--- src/hdl/crgtq_pkg.sv ---
// Package for the coalescing ready-gated transmit queue.
// Holds field widths, the stream packing widths and the invalid-index code.
// No dependencies.
package crgtq_pkg;

    localparam int INST_W    = 2;
    localparam int TX_W      = 8;
    localparam int MASK_W    = 4;
    localparam int DISC_W    = 3;
    localparam int S_DATA_W  = 16;
    localparam int M_DATA_W  = 16;

    localparam logic [TX_W-1:0]   TX_NONE  = 8'hFF;
    localparam logic [DISC_W-1:0] DISC_MAX = 3'd7;

    localparam logic MODE_PUSH = 1'b0;
    localparam logic MODE_POP  = 1'b1;

    typedef logic [INST_W-1:0] inst_t;
    typedef logic [TX_W-1:0]   tx_t;

endpackage

--- src/hdl/coalescing_ready_gated_tx_queue.sv ---
// A new transaction is taken only while the sequencer is idle; a push scans one slot a
// cycle, a pop removes one head a cycle through the slot compare/shift step.
// The output register holds a result while the next transaction is being worked on.
// Reset (aresetn low, synchronous): queue empty, sequencer idle, no result pending.
//
// Top level of the coalescing ready-gated transmit queue. Depends on crgtq_pkg.
module coalescing_ready_gated_tx_queue #(
    parameter int SLOTS = 4
) (
    input  logic        aclk,
    input  logic        aresetn,
    input  logic        s_tvalid,
    output logic        s_tready,
    // [1:0] instance_req, [9:2] tx_index, [13:10] ready_mask, [15:14] zero
    input  logic [crgtq_pkg::S_DATA_W-1:0] s_tdata,
    // [0] mode: 0 push/update, 1 pop
    input  logic        s_tuser,
    output logic        m_tvalid,
    input  logic        m_tready,
    // [0] found, [2:1] out_instance, [10:3] out_tx_index, [11] push_dropped,
    // [14:12] discarded, [15] zero
    output logic [crgtq_pkg::M_DATA_W-1:0] m_tdata
);

    localparam int SLOT_W = (SLOTS > 1) ? $clog2(SLOTS) : 1;
    localparam logic [SLOT_W-1:0] LAST_SLOT = SLOT_W'(SLOTS - 1);

    // sequencer states
    localparam logic [1:0] ST_IDLE = 2'd0;
    localparam logic [1:0] ST_PUSH = 2'd1;
    localparam logic [1:0] ST_POP  = 2'd2;
    localparam logic [1:0] ST_DONE = 2'd3;

    logic [1:0] state_reg, state_next;

    // slot storage; valid bits stay packed toward the head
    logic [SLOTS-1:0]    valid_reg;
    crgtq_pkg::inst_t    inst_reg [SLOTS];
    crgtq_pkg::tx_t      tx_reg   [SLOTS];

    // latched request
    crgtq_pkg::inst_t              req_inst_reg;
    crgtq_pkg::tx_t                req_tx_reg;
    logic [crgtq_pkg::MASK_W-1:0]  req_mask_reg;
    logic [SLOT_W-1:0]             scan_reg;

    // result under construction
    logic                          res_found_reg;
    crgtq_pkg::inst_t              res_inst_reg;
    crgtq_pkg::tx_t                res_tx_reg;
    logic                          res_drop_reg;
    logic [crgtq_pkg::DISC_W-1:0]  res_disc_reg;

    logic                          m_tvalid_reg;
    logic [crgtq_pkg::M_DATA_W-1:0] m_tdata_reg;

    logic s_fire, out_free;

    // slot step: compare at scan slot for push, head test for pop
    logic scan_hit, scan_empty, head_live, head_ready;

    assign s_tready  = (state_reg == ST_IDLE);
    assign s_fire    = s_tvalid && s_tready;
    assign out_free  = !m_tvalid_reg || m_tready;
    assign m_tvalid  = m_tvalid_reg;
    assign m_tdata   = m_tdata_reg;

    assign scan_hit   = valid_reg[scan_reg] && (inst_reg[scan_reg] == req_inst_reg);
    assign scan_empty = !valid_reg[scan_reg];
    assign head_live  = valid_reg[0] && (tx_reg[0] != crgtq_pkg::TX_NONE);
    assign head_ready = req_mask_reg[inst_reg[0]];

    always_comb begin
        state_next = state_reg;
        unique case (state_reg)
            ST_IDLE: begin
                if (s_fire) begin
                    state_next = (s_tuser == crgtq_pkg::MODE_POP) ? ST_POP : ST_PUSH;
                end
            end
            ST_PUSH: begin
                if (scan_hit || scan_empty || scan_reg == LAST_SLOT) begin
                    state_next = ST_DONE;
                end
            end
            ST_POP: begin
                if (!head_live || head_ready) begin
                    state_next = ST_DONE;
                end
            end
            ST_DONE: begin
                if (out_free) begin
                    state_next = ST_IDLE;
                end
            end
            default: state_next = ST_IDLE;
        endcase
    end

    // control state
    always_ff @(posedge aclk) begin
        if (!aresetn) begin
            state_reg    <= ST_IDLE;
            valid_reg    <= '0;
            m_tvalid_reg <= 1'b0;
        end else begin
            state_reg <= state_next;
            if (state_reg == ST_DONE && out_free) begin
                m_tvalid_reg <= 1'b1;
            end else if (m_tready) begin
                m_tvalid_reg <= 1'b0;
            end
            if (state_reg == ST_PUSH && scan_empty) begin
                valid_reg[scan_reg] <= 1'b1;
            end
            if (state_reg == ST_POP && head_live) begin
                valid_reg <= valid_reg >> 1;
            end
        end
    end

    // payload and sequencer datapath
    always_ff @(posedge aclk) begin
        if (s_fire) begin
            req_inst_reg  <= s_tdata[1:0];
            req_tx_reg    <= s_tdata[9:2];
            req_mask_reg  <= s_tdata[13:10];
            scan_reg      <= '0;
            res_found_reg <= 1'b0;
            res_inst_reg  <= '0;
            res_tx_reg    <= crgtq_pkg::TX_NONE;
            res_drop_reg  <= 1'b0;
            res_disc_reg  <= '0;
        end
        unique case (state_reg)
            ST_PUSH: begin
                if (scan_hit || scan_empty) begin
                    inst_reg[scan_reg] <= req_inst_reg;
                    tx_reg[scan_reg]   <= req_tx_reg;
                end else if (scan_reg == LAST_SLOT) begin
                    res_drop_reg <= 1'b1;
                end else begin
                    scan_reg <= scan_reg + 1'b1;
                end
            end
            ST_POP: begin
                if (head_live) begin
                    if (head_ready) begin
                        res_found_reg <= 1'b1;
                        res_inst_reg  <= inst_reg[0];
                        res_tx_reg    <= tx_reg[0];
                    end else if (res_disc_reg != crgtq_pkg::DISC_MAX) begin
                        res_disc_reg <= res_disc_reg + 1'b1;
                    end
                    for (int i = 0; i < SLOTS - 1; i++) begin
                        inst_reg[i] <= inst_reg[i+1];
                        tx_reg[i]   <= tx_reg[i+1];
                    end
                    inst_reg[SLOTS-1] <= '0;
                    tx_reg[SLOTS-1]   <= crgtq_pkg::TX_NONE;
                end
            end
            ST_DONE: begin
                if (out_free) begin
                    m_tdata_reg <= {1'b0, res_disc_reg, res_drop_reg, res_tx_reg,
                                    res_inst_reg, res_found_reg};
                end
            end
            default: ;
        endcase
    end

    // queue stays front-packed: valid bits form a run starting at the head
    a_front_packed: assert property (@(posedge aclk) disable iff (!aresetn)
        (valid_reg & (valid_reg + 1'b1)) == '0)
        else $error("slot valid bits not front-packed");

    // a result never reports both a found entry and a dropped push
    a_result_kind: assert property (@(posedge aclk) disable iff (!aresetn)
        m_tvalid |-> !(m_tdata[0] && m_tdata[11]))
        else $error("result flags both found and dropped");

    // a not-found result carries the empty entry
    a_none_entry: assert property (@(posedge aclk) disable iff (!aresetn)
        (m_tvalid && !m_tdata[0]) |-> (m_tdata[10:3] == crgtq_pkg::TX_NONE
                                       && m_tdata[2:1] == '0))
        else $error("not-found result carries an entry");

    // a taken result is retired unless a new one loads behind it
    a_retire: assert property (@(posedge aclk) disable iff (!aresetn)
        (m_tvalid && m_tready && state_reg != ST_DONE) |=> !m_tvalid)
        else $error("result repeated after transaction");

endmodule

--- config.mk ---
export PLATFORM = sky130hd
export DESIGN_NAME = coalescing_ready_gated_tx_queue
export DESIGN_NICKNAME = d
export VERILOG_FILES = /design/src/hdl/crgtq_pkg.sv /design/src/hdl/coalescing_ready_gated_tx_queue.sv
export SDC_FILE = /design/constraint.sdc
export NUM_CORES = 1
export LEC_CHECK = 0
export ABC_CLOCK_PERIOD_IN_PS = 3800
export BUFFER_PORTS_ARGS = -buffer_cell sky130_fd_sc_hd__buf_4
export CORE_ASPECT_RATIO = 0.8
export CORE_UTILIZATION = 55
export DETAILED_ROUTE_END_ITERATION = 7
export GPL_TIMING_DRIVEN = 0
export MAX_ROUTING_LAYER = met4
export PLACE_DENSITY = 0.75
export SYNTH_ARGS = -nofsm -noshare
export SYNTH_HDL_FRONTEND = slang
export SYNTH_SLANG_ARGS = --single-unit
--- constraint.sdc ---
create_clock -name aclk -period 3.8 [get_ports aclk]
set_clock_uncertainty 0.1 [all_clocks]
set_input_delay 0.57 -clock aclk [delete_from_list [all_inputs] [get_ports aclk]]
set_output_delay 0.57 -clock aclk [all_outputs]
set_load 0.01 [all_outputs]
# Yosys cells after proc, flatten, opt, wreduce, memory -nomap -nowiden
# Memory sizes are Yosys's and may differ from the RTL's. A register that Yosys moved wholly into a read port is not among the register bits.
# Index checks and enable logic that the tools add are counted.
# Widths: inputs -> output; s select.
[totals] ff_bits=53 ram_bits=40 input_bits=21 out_inout_bits=18 word_cells=109 memories=2
[mem_list] memory="tx_reg" depth=4 width=8 rd=4 rd_clocked_by_memory_dff=0 write_ports=4 line_no="coalescing_ready_gated_tx_queue.sv:39" source="crgtq_pkg::tx_t tx_reg [SLOTS];"
[mem_list] memory="inst_reg" depth=4 width=2 rd=5 rd_clocked_by_memory_dff=1 write_ports=4 line_no="coalescing_ready_gated_tx_queue.sv:38" source="crgtq_pkg::inst_t inst_reg [SLOTS];"
[op_classes] n_addsub=2 n_lt_le_gt_ge=3 n_eq_ne=11 muxes=53 bitwise=2 n_reduce_logical=22
[ops] operator="$mux 8" count=5
[ops] operator="$mux 2" count=16
[ops] operator="$mux 1" count=21
[ops] operator="$mux 3" count=7
[ops] operator="$ne 8x8->1 const B" count=1
[ops] operator="$pmux 2 s4" count=1
[ops] operator="$reduce_or 8->1" count=1
[ops] operator="$logic_and 1x1->1" count=7
[ops] operator="$eq 2x2->1 const B" count=3
[ops] operator="$lt 2x3->1 const B" count=2
[ops] operator="$ne 2x2->1 const B" count=3
[ops] operator="$bmux 1 s2" count=2
[ops] operator="$logic_or 1x1->1" count=4
[ops] operator="$or 4x4->4" count=1
[ops] operator="$reduce_and 4->1" count=1
[ops] operator="$reduce_bool 2->1" count=2
[ops] operator="$reduce_or 2->1" count=2
[ops] operator="$add 3x1->3 const B" count=1
[ops] operator="$logic_not 1->1" count=3
[ops] operator="$ne 3x3->1 const B" count=1
[ops] operator="$add 2x1->2 const B" count=1
[ops] operator="$demux 1 s2" count=1
[ops] operator="$eq 2x1->1 const B" count=1
[ops] operator="$eq 2x2->1" count=1
[ops] operator="other kinds (5)" count=5

# Logic depth before layout (Yosys ltp)
# Gate-level depths: netlist of the first run.
[logic_depth] depth_word=8 mapped_depth=7 ltp_nobuf=6

# Worst setup path after synthesis of the first run
# Ideal clock, no wire load.
[synth_path] kind="reg2reg" startpoint="reg scan_reg[0]" endpoint="mem inst_reg[2][0] (netlist bit), enable pin" setup_ns=0.391 t_arrival_ns=2.126 t_required_ns=3.309 setup_slack_ns=1.184 path_stages_with_launch=6 path_buffers=1 period_less_slack_ns=2.616 path_cell_list="dfxtp_1 buf_6 mux4_2 xnor2_2 a21boi_1 o21ai_0"
[synth_rtl] element="from (decl)" line_no="coalescing_ready_gated_tx_queue.sv:45" source="logic [SLOT_W-1:0] scan_reg;"
[synth_rtl] element="from (signal assigned)" line_no="coalescing_ready_gated_tx_queue.sv:143" source="scan_reg <= scan_reg + 1'b1;"
[synth_rtl] element="to (decl)" line_no="coalescing_ready_gated_tx_queue.sv:38"

==> run_results.csv, run 1 <==
group,metric,value,unit
clock_network,cts_resized,0,
detailed_routing,wire_per_inst,14.4,um
detailed_routing,finalWirelength,6.29,mm
layout,layout.nets,380,
pwr,p_int,0.00191,W
worst_setup_path,rrSetupSlack,1.08,ns
synthesis,syn_nets,333,
timing,tightest_slew,1.23,ns
worst_setup_path,crit_type,"flop to flop",
detailed_routing,vias_per_cell,5.35,
detailed_routing,met1_length,2.81,mm
clock_network,cts_made_buffers,9,
clock_network,cts-root-buf,"clkbuf_8",
worst_setup_path,crit_arrival,2.60,ns
synthesis,synth_top_area_share,54.3,%
timing,fmax,0.367,GHz
place,place.gp.congestion,0.804,
status,status,"completed",
timing,min_period,2.72,ns
detailed_routing,drt-initial-drc-count,133,
timing,period_share,71.6,%
global_route,grt_max_degree,23,
global_route,grt_pass1_wl,10.3,mm
synthesis,ys_seq_area_share,66.9,%
place,placed_cells,420,
synthesis,async_reset_ff_share,0,%
layout,fillers,494,
global_route,track_usage,19.6,%
worst_setup_path,cp-end-kind,"flop",
synthesis,yosys-top-cells-area,"edfxtp_1 54%, dfxtp_1 13%, nand2_1 6.8%",
flow_run,maxCapViolCount,0,
pwr,switchingPower,0.000792,W
die,num_rows,26,
timing,rsz0062_at_grt,"false",
timing,finalHoldViolCount,0,
worst_setup_path,worstPathRequired,3.67,ns
layout,diodes,0,
detailed_routing,top_layer_used,"met4",
layout,final_util,67.1,%
layout,drive_above_1_share,19.3,%
synthesis,ys_top_cells_by_count,"69 x edfxtp_1, 69 x nand2_1, 24 x dfxtp_1, 19 x nor2_1, 12 x o21ai_0",
clock_network,cts_buffer_depth,2,
worst_setup_path,critPathMaxStageDelay,0.78,ns
global_route,first_global_vias,2254,
synthesis,yosys_register_bits,93,
timing,timing.setup.tns,0,ns
synthesis,yosys.area.top_type,"edfxtp_1",
die,core,6540,um^2
pwr,pwr-share-seq,52.7,%
pwr,combinationalPowerShare,22.8,%
worst_setup_path,startpoint_type,"flop",
worst_setup_path,cp_cell_sequence,"buf_6 -> mux4_2 -> xnor2_2 -> a21boi_1 -> o21ai_1",
synthesis,synth-edff-count,69,
die,die-area,7270,um^2
clock_network,cts_tree,"yes",
clock_network,htreeDepth,3,
detailed_routing,drc,0,
die,io_pins,39,
synthesis,synth_cells,301,
detailed_routing,antenna_left,0,
worst_setup_path,cp_max_fo,10,
worst_setup_path,slowest_stage,"o21ai_1",
timing,slew_headroom,18.1,%
place,portBuffers,35,
pwr,p_leak,1.68,nW
pwr,switching_share,29.3,%
clock_network,cts_sinks,93,
pwr,powerDensity,615,nW/um^2
worst_setup_path,path_buf_inv,1,
min_path,holdCritPathClass,"primary input to flop",
clock_network,clock_latency,0.35,ns
synthesis,ys_types,41,
synthesis,synth-main-ff-cell,"edfxtp_1",
global_route,antenna_found_initial,0,
synthesis,synth_area,3810,um^2
layout,syn_to_final_growth,15.1,%
place,hpwlAfterDp,4.58,mm
die,die_x,95.1,um
pwr,power_frac_clock,24.5,%
detailed_routing,dr_wl_met2,3.03,mm
die,die_y,76.5,um
layout,largest_register_ffs,32,
detailed_routing,num_vias,2336,
global_route,grt_remaining_overflow,0,
timing,slew_viol_final,0,
clock_network,clk_pin_slew,0.08,ns
layout,fin_cells,437,
detailed_routing,dr.pass1.iters,4,
timing,finalSetupViolCount,0,
die,start_util,58.3,%
detailed_routing,met3_wirelength,373,um
pwr,ir_drop,0.349,mV
clock_network,postCtsSetupBuffers,0,
worst_setup_path,cpLargestDelayFamily,"compound AO/OA/AOI/OAI gates",
synthesis,syn_avg_cell_area,12.7,um^2
synthesis,yosysWarnings,0,
clock_network,ctsHoldBuffers,0,
[cells by family (layout without fill, tap and decap cells)]
| family | count (synthesis) | after routing | share of synthesized area, % |
|---|---|---|---|
| other cells | 1 | 1 | 0.0983 |
| fa+ha+maj | 11 | 11 | 3.61 |
| buf+inv | 21 | 73 | 2.43 |
| flops | 93 | 93 | 66.9 |
| simple gates | 116 | 116 | 13.7 |
| xor+xnor | 4 | 4 | 1.31 |
| mux | 11 | 11 | 4.23 |
| compound gates | 44 | 44 | 7.71 |
[cell usage in the layout (no fill, tap or decap), drive strengths merged, types with 10 or more instances in the layout]
cell / netlist / final
edfxtp: 69 / 69
nor2: 19 / 19
inv: 10 / 10
ha: 11 / 11
buf: 4 / 40
a21oi: 11 / 11
dfxtp: 24 / 24
clkbuf: 6 / 19
nand2: 69 / 69
o21ai: 12 / 12
[cell type report]
| type | count | area (um^2) | share of cell area [%] |
|---|---|---|---|
| flip-flops and latches | 93 | 2550 | 58.1 |
| clock inverters | 3 | 43.8 | 0.997 |
| repair buffers | 36 | 268 | 6.10 |
| clock buffers | 13 | 160 | 3.65 |
| well taps | 84 | 105 | 2.39 |
| multi-input cells | 187 | 1170 | 26.6 |
| inverters | 11 | 41.3 | 0.940 |
| plain buffers | 10 | 51.3 | 1.17 |
[power groups by stage]
| stage | clock network [W] | logic, W | registers [W] |
|---|---|---|---|
| detailed placement | 0 | 0.000616 | 0.00145 |
| finish | 0.000661 | 0.000616 | 0.00142 |
| global placement | 0 | 0.000592 | 0.00144 |
| floorplan | 0 | 0.000450 | 0.00142 |
| CTS | 0.000670 | 0.000620 | 0.00142 |
| global route | 0.000704 | 0.000694 | 0.00144 |
[path summary, 6_finish.rpt]
kind	startpoint	endpoint	depth (start not counted)
min reg2reg	res_tx_reg[2]$_DFF_P_	m_tdata[5]$_DFFE_PP_	0
min	s_tdata[4]	req_tx_reg[2]$_DFFE_PP_	1
max	scan_reg[0]$_DFF_P_	tx_reg[1][3]$_DFFE_PP_	5
max reg2reg	scan_reg[0]$_DFF_P_	tx_reg[1][3]$_DFFE_PP_	5
[layer usage]
layer | up-vias | global-route usage, %
met5 | - | -
li1 | 1161 | -
met4 | 0 | 4.70
met3 | 6 | 5.79
met1 | 1097 | 25.9
met2 | 72 | 30.0
[per-stage QoR]
stage               setup slack [ns]  instance area, um^2  total power, W  hold slack [ns]
finish                          1.08                 4390         0.00270            0.290
global route                   0.878                 4390         0.00284            0.272
CTS                            0.642                 4390         0.00271            0.280
detailed placement             0.679                 4180         0.00206            0.318
global placement               0.766                 4180         0.00203            0.316
floorplan                       1.18                 3810         0.00187            0.308
(Power assumes the default switching activity.)
==> run 2, diff against run 1 <==
--- a/config.mk
+++ b/config.mk
@@ -5,7 +5,7 @@
 export SDC_FILE = /design/constraint.sdc
 export NUM_CORES = 1
 export LEC_CHECK = 0
-export ABC_CLOCK_PERIOD_IN_PS = 3800
+export ABC_CLOCK_PERIOD_IN_PS = 2700
 export BUFFER_PORTS_ARGS = -buffer_cell sky130_fd_sc_hd__buf_4
 export CORE_ASPECT_RATIO = 0.8
 export CORE_UTILIZATION = 55
==> constraint.sdc (replaced) <==
create_clock -name aclk -period 2.7 [get_ports aclk]
set_clock_uncertainty 0.1 [all_clocks]
set_input_delay 0.405 -clock aclk [delete_from_list [all_inputs] [get_ports aclk]]
set_output_delay 0.405 -clock aclk [all_outputs]
set_load 0.01 [all_outputs]
==> run_results.csv, run 2 (synthesis results as in run 1) <==
group,metric,value,unit
status,status,"completed",
global_route,antenna_found_initial,0,
clock_network,htreeDepth,3,
detailed_routing,drc,0,
layout,fillers,498,
timing,period_share,93.2,%
layout,syn_to_final_growth,15.4,%
global_route,first_global_vias,2254,
worst_setup_path,startpoint_type,"flop",
timing,tightest_slew,1.23,ns
clock_network,cts_made_buffers,9,
die,die_y,76.5,um
timing,slew_viol_final,0,
place,placed_cells,420,
timing,setup_ws,0.185,ns
min_path,holdCritPathClass,"primary input to flop",
clock_network,ctsHoldBuffers,0,
place,hpwlAfterDp,4.58,mm
worst_setup_path,cp-end-kind,"flop",
global_route,grt_remaining_overflow,0,
layout,largest_register_ffs,32,
place,pre_cts_slack,-0.421,ns
layout,layout_common_cells,"69 x nand2_1, 69 x edfxtp_1, 36 x buf_4, 24 x dfxtp_1, 19 x nor2_1",
clock_network,clk_pin_slew,0.08,ns
timing,timing.setup.tns,0,ns
clock_network,cts-root-buf,"clkbuf_8",
detailed_routing,drt-initial-drc-count,112,
layout,fin_cells,436,
detailed_routing,wire_per_inst,14.6,um
flow_run,maxCapViolCount,0,
die,io_pins,39,
clock_network,clock_latency,0.34,ns
layout,multi_input_area,1180,um^2
timing,finalSetupViolCount,0,
layout,final_util,67.3,%
clock_network,cts_buffer_depth,2,
worst_setup_path,worstPathRequired,2.63,ns
min_path,worstHoldStart,"s_tdata[4]",
clock_network,cts_sinks,93,
pwr,p_leak,1.68,nW
timing,fmax,0.398,GHz
place,portBuffers,35,
worst_setup_path,critPathLaunch,"scan_reg[0]$_DFF_P_",
detailed_routing,antenna_left,0,
worst_setup_path,crit_type,"flop to flop",
layout,drive_above_1_share,20.2,%
pwr,powerDensity,866,nW/um^2
detailed_routing,dr.pass1.iters,4,
worst_setup_path,rr_startpoint,"scan_reg[0]$_DFF_P_",
clock_network,cts_tree,"yes",
die,core,6540,um^2
layout,layout.nets,379,
pwr,p_total,0.00381,W
layout,diodes,0,
timing,min_period,2.52,ns
place,place.gp.congestion,0.804,
detailed_routing,finalWirelength,6.35,mm
worst_setup_path,cp_max_fo,10,
global_route,grt_max_degree,23,
timing,rsz0062_at_grt,"false",
detailed_routing,vias_per_cell,5.33,
die,num_rows,26,
die,start_util,58.3,%
worst_setup_path,crit_arrival,2.44,ns
die,die-area,7270,um^2
timing,slew_headroom,18.0,%
layout,register_area,2550,um^2
die,die_x,95.1,um
pwr,ir_drop,0.489,mV
timing,finalHoldViolCount,0,
global_route,grt_pass1_wl,10.3,mm
detailed_routing,num_vias,2324,
global_route,track_usage,19.6,%
-- run 2: cell count changes in the layout (fill, tap and decap cells not counted) --
| cell | change |
|---|---|
| o21ai_1 | -3 |
| o21ai_0 | -1 |
| o21ai_2 | +4 |
| buf_2 | -1 |
-- run 2: path summary, 6_finish.rpt --
check | to | slack (ns) | cells after the start
max reg2reg | tx_reg[1][2]$_DFFE_PP_ | 0.18 | 5
max | tx_reg[1][2]$_DFFE_PP_ | 0.18 | 5
min | req_tx_reg[2]$_DFFE_PP_ | 0.13 | 1
min reg2reg | m_tdata[5]$_DFFE_PP_ | 0.33 | 0
-- run 2: layout make-up --
| class | instances | share of cell area [%] |
|---|---|---|
| Sequential cell | 93 | 58.0 |
| Clock inverter | 3 | 0.995 |
| Inverter | 11 | 0.938 |
| Timing Repair Buffer | 35 | 5.97 |
| Tap cell | 84 | 2.39 |
| Buffer | 10 | 1.17 |
| Multi-Input combinational cell | 187 | 26.9 |
| Clock buffer | 13 | 3.64 |
-- run 2: where the power goes --
part	internal (W)	switching (W)	leakage (nW)
Clock	0.000486	0.000438	0.103
Sequential	0.00186	0.000139	0.812
Combinational	0.000340	0.000545	0.766
-- run 2: critical path, cell delays in order, from the launching register on --
cell and delay (ns):
dfxtp_1 0.37, buf_6 0.16, mux4_2 0.56, xnor2_2 0.17, a21boi_1 0.52, o21ai_2 0.32
-- run 2: layer usage --
layer | GRT usage, % | up-vias | routed length [um]
li1 | - | 1157 | -
met1 | 25.9 | 1105 | 2880
met2 | 30.0 | 58 | 3110
met3 | 5.79 | 4 | 311
met4 | 4.70 | 0 | 40
met5 | - | - | 0
-- run 2: what timing repair did --
action	CTS	global route
resized for setup	6	2
endpoints found under the setup margin	40	20
pin swaps	0	0
setup buffers	0	0
-- run 2: per-stage QoR --
| stage | cell area, um^2 | hold slack, ns |
|---|---|---|
| after detailed placement | 4180 | 0.318 |
| after floorplan | 3810 | 0.308 |
| after CTS | 4390 | 0.115 |
| final | 4400 | 0.130 |
| after global routing | 4400 | 0.107 |
| after global placement | 4180 | 0.316 |
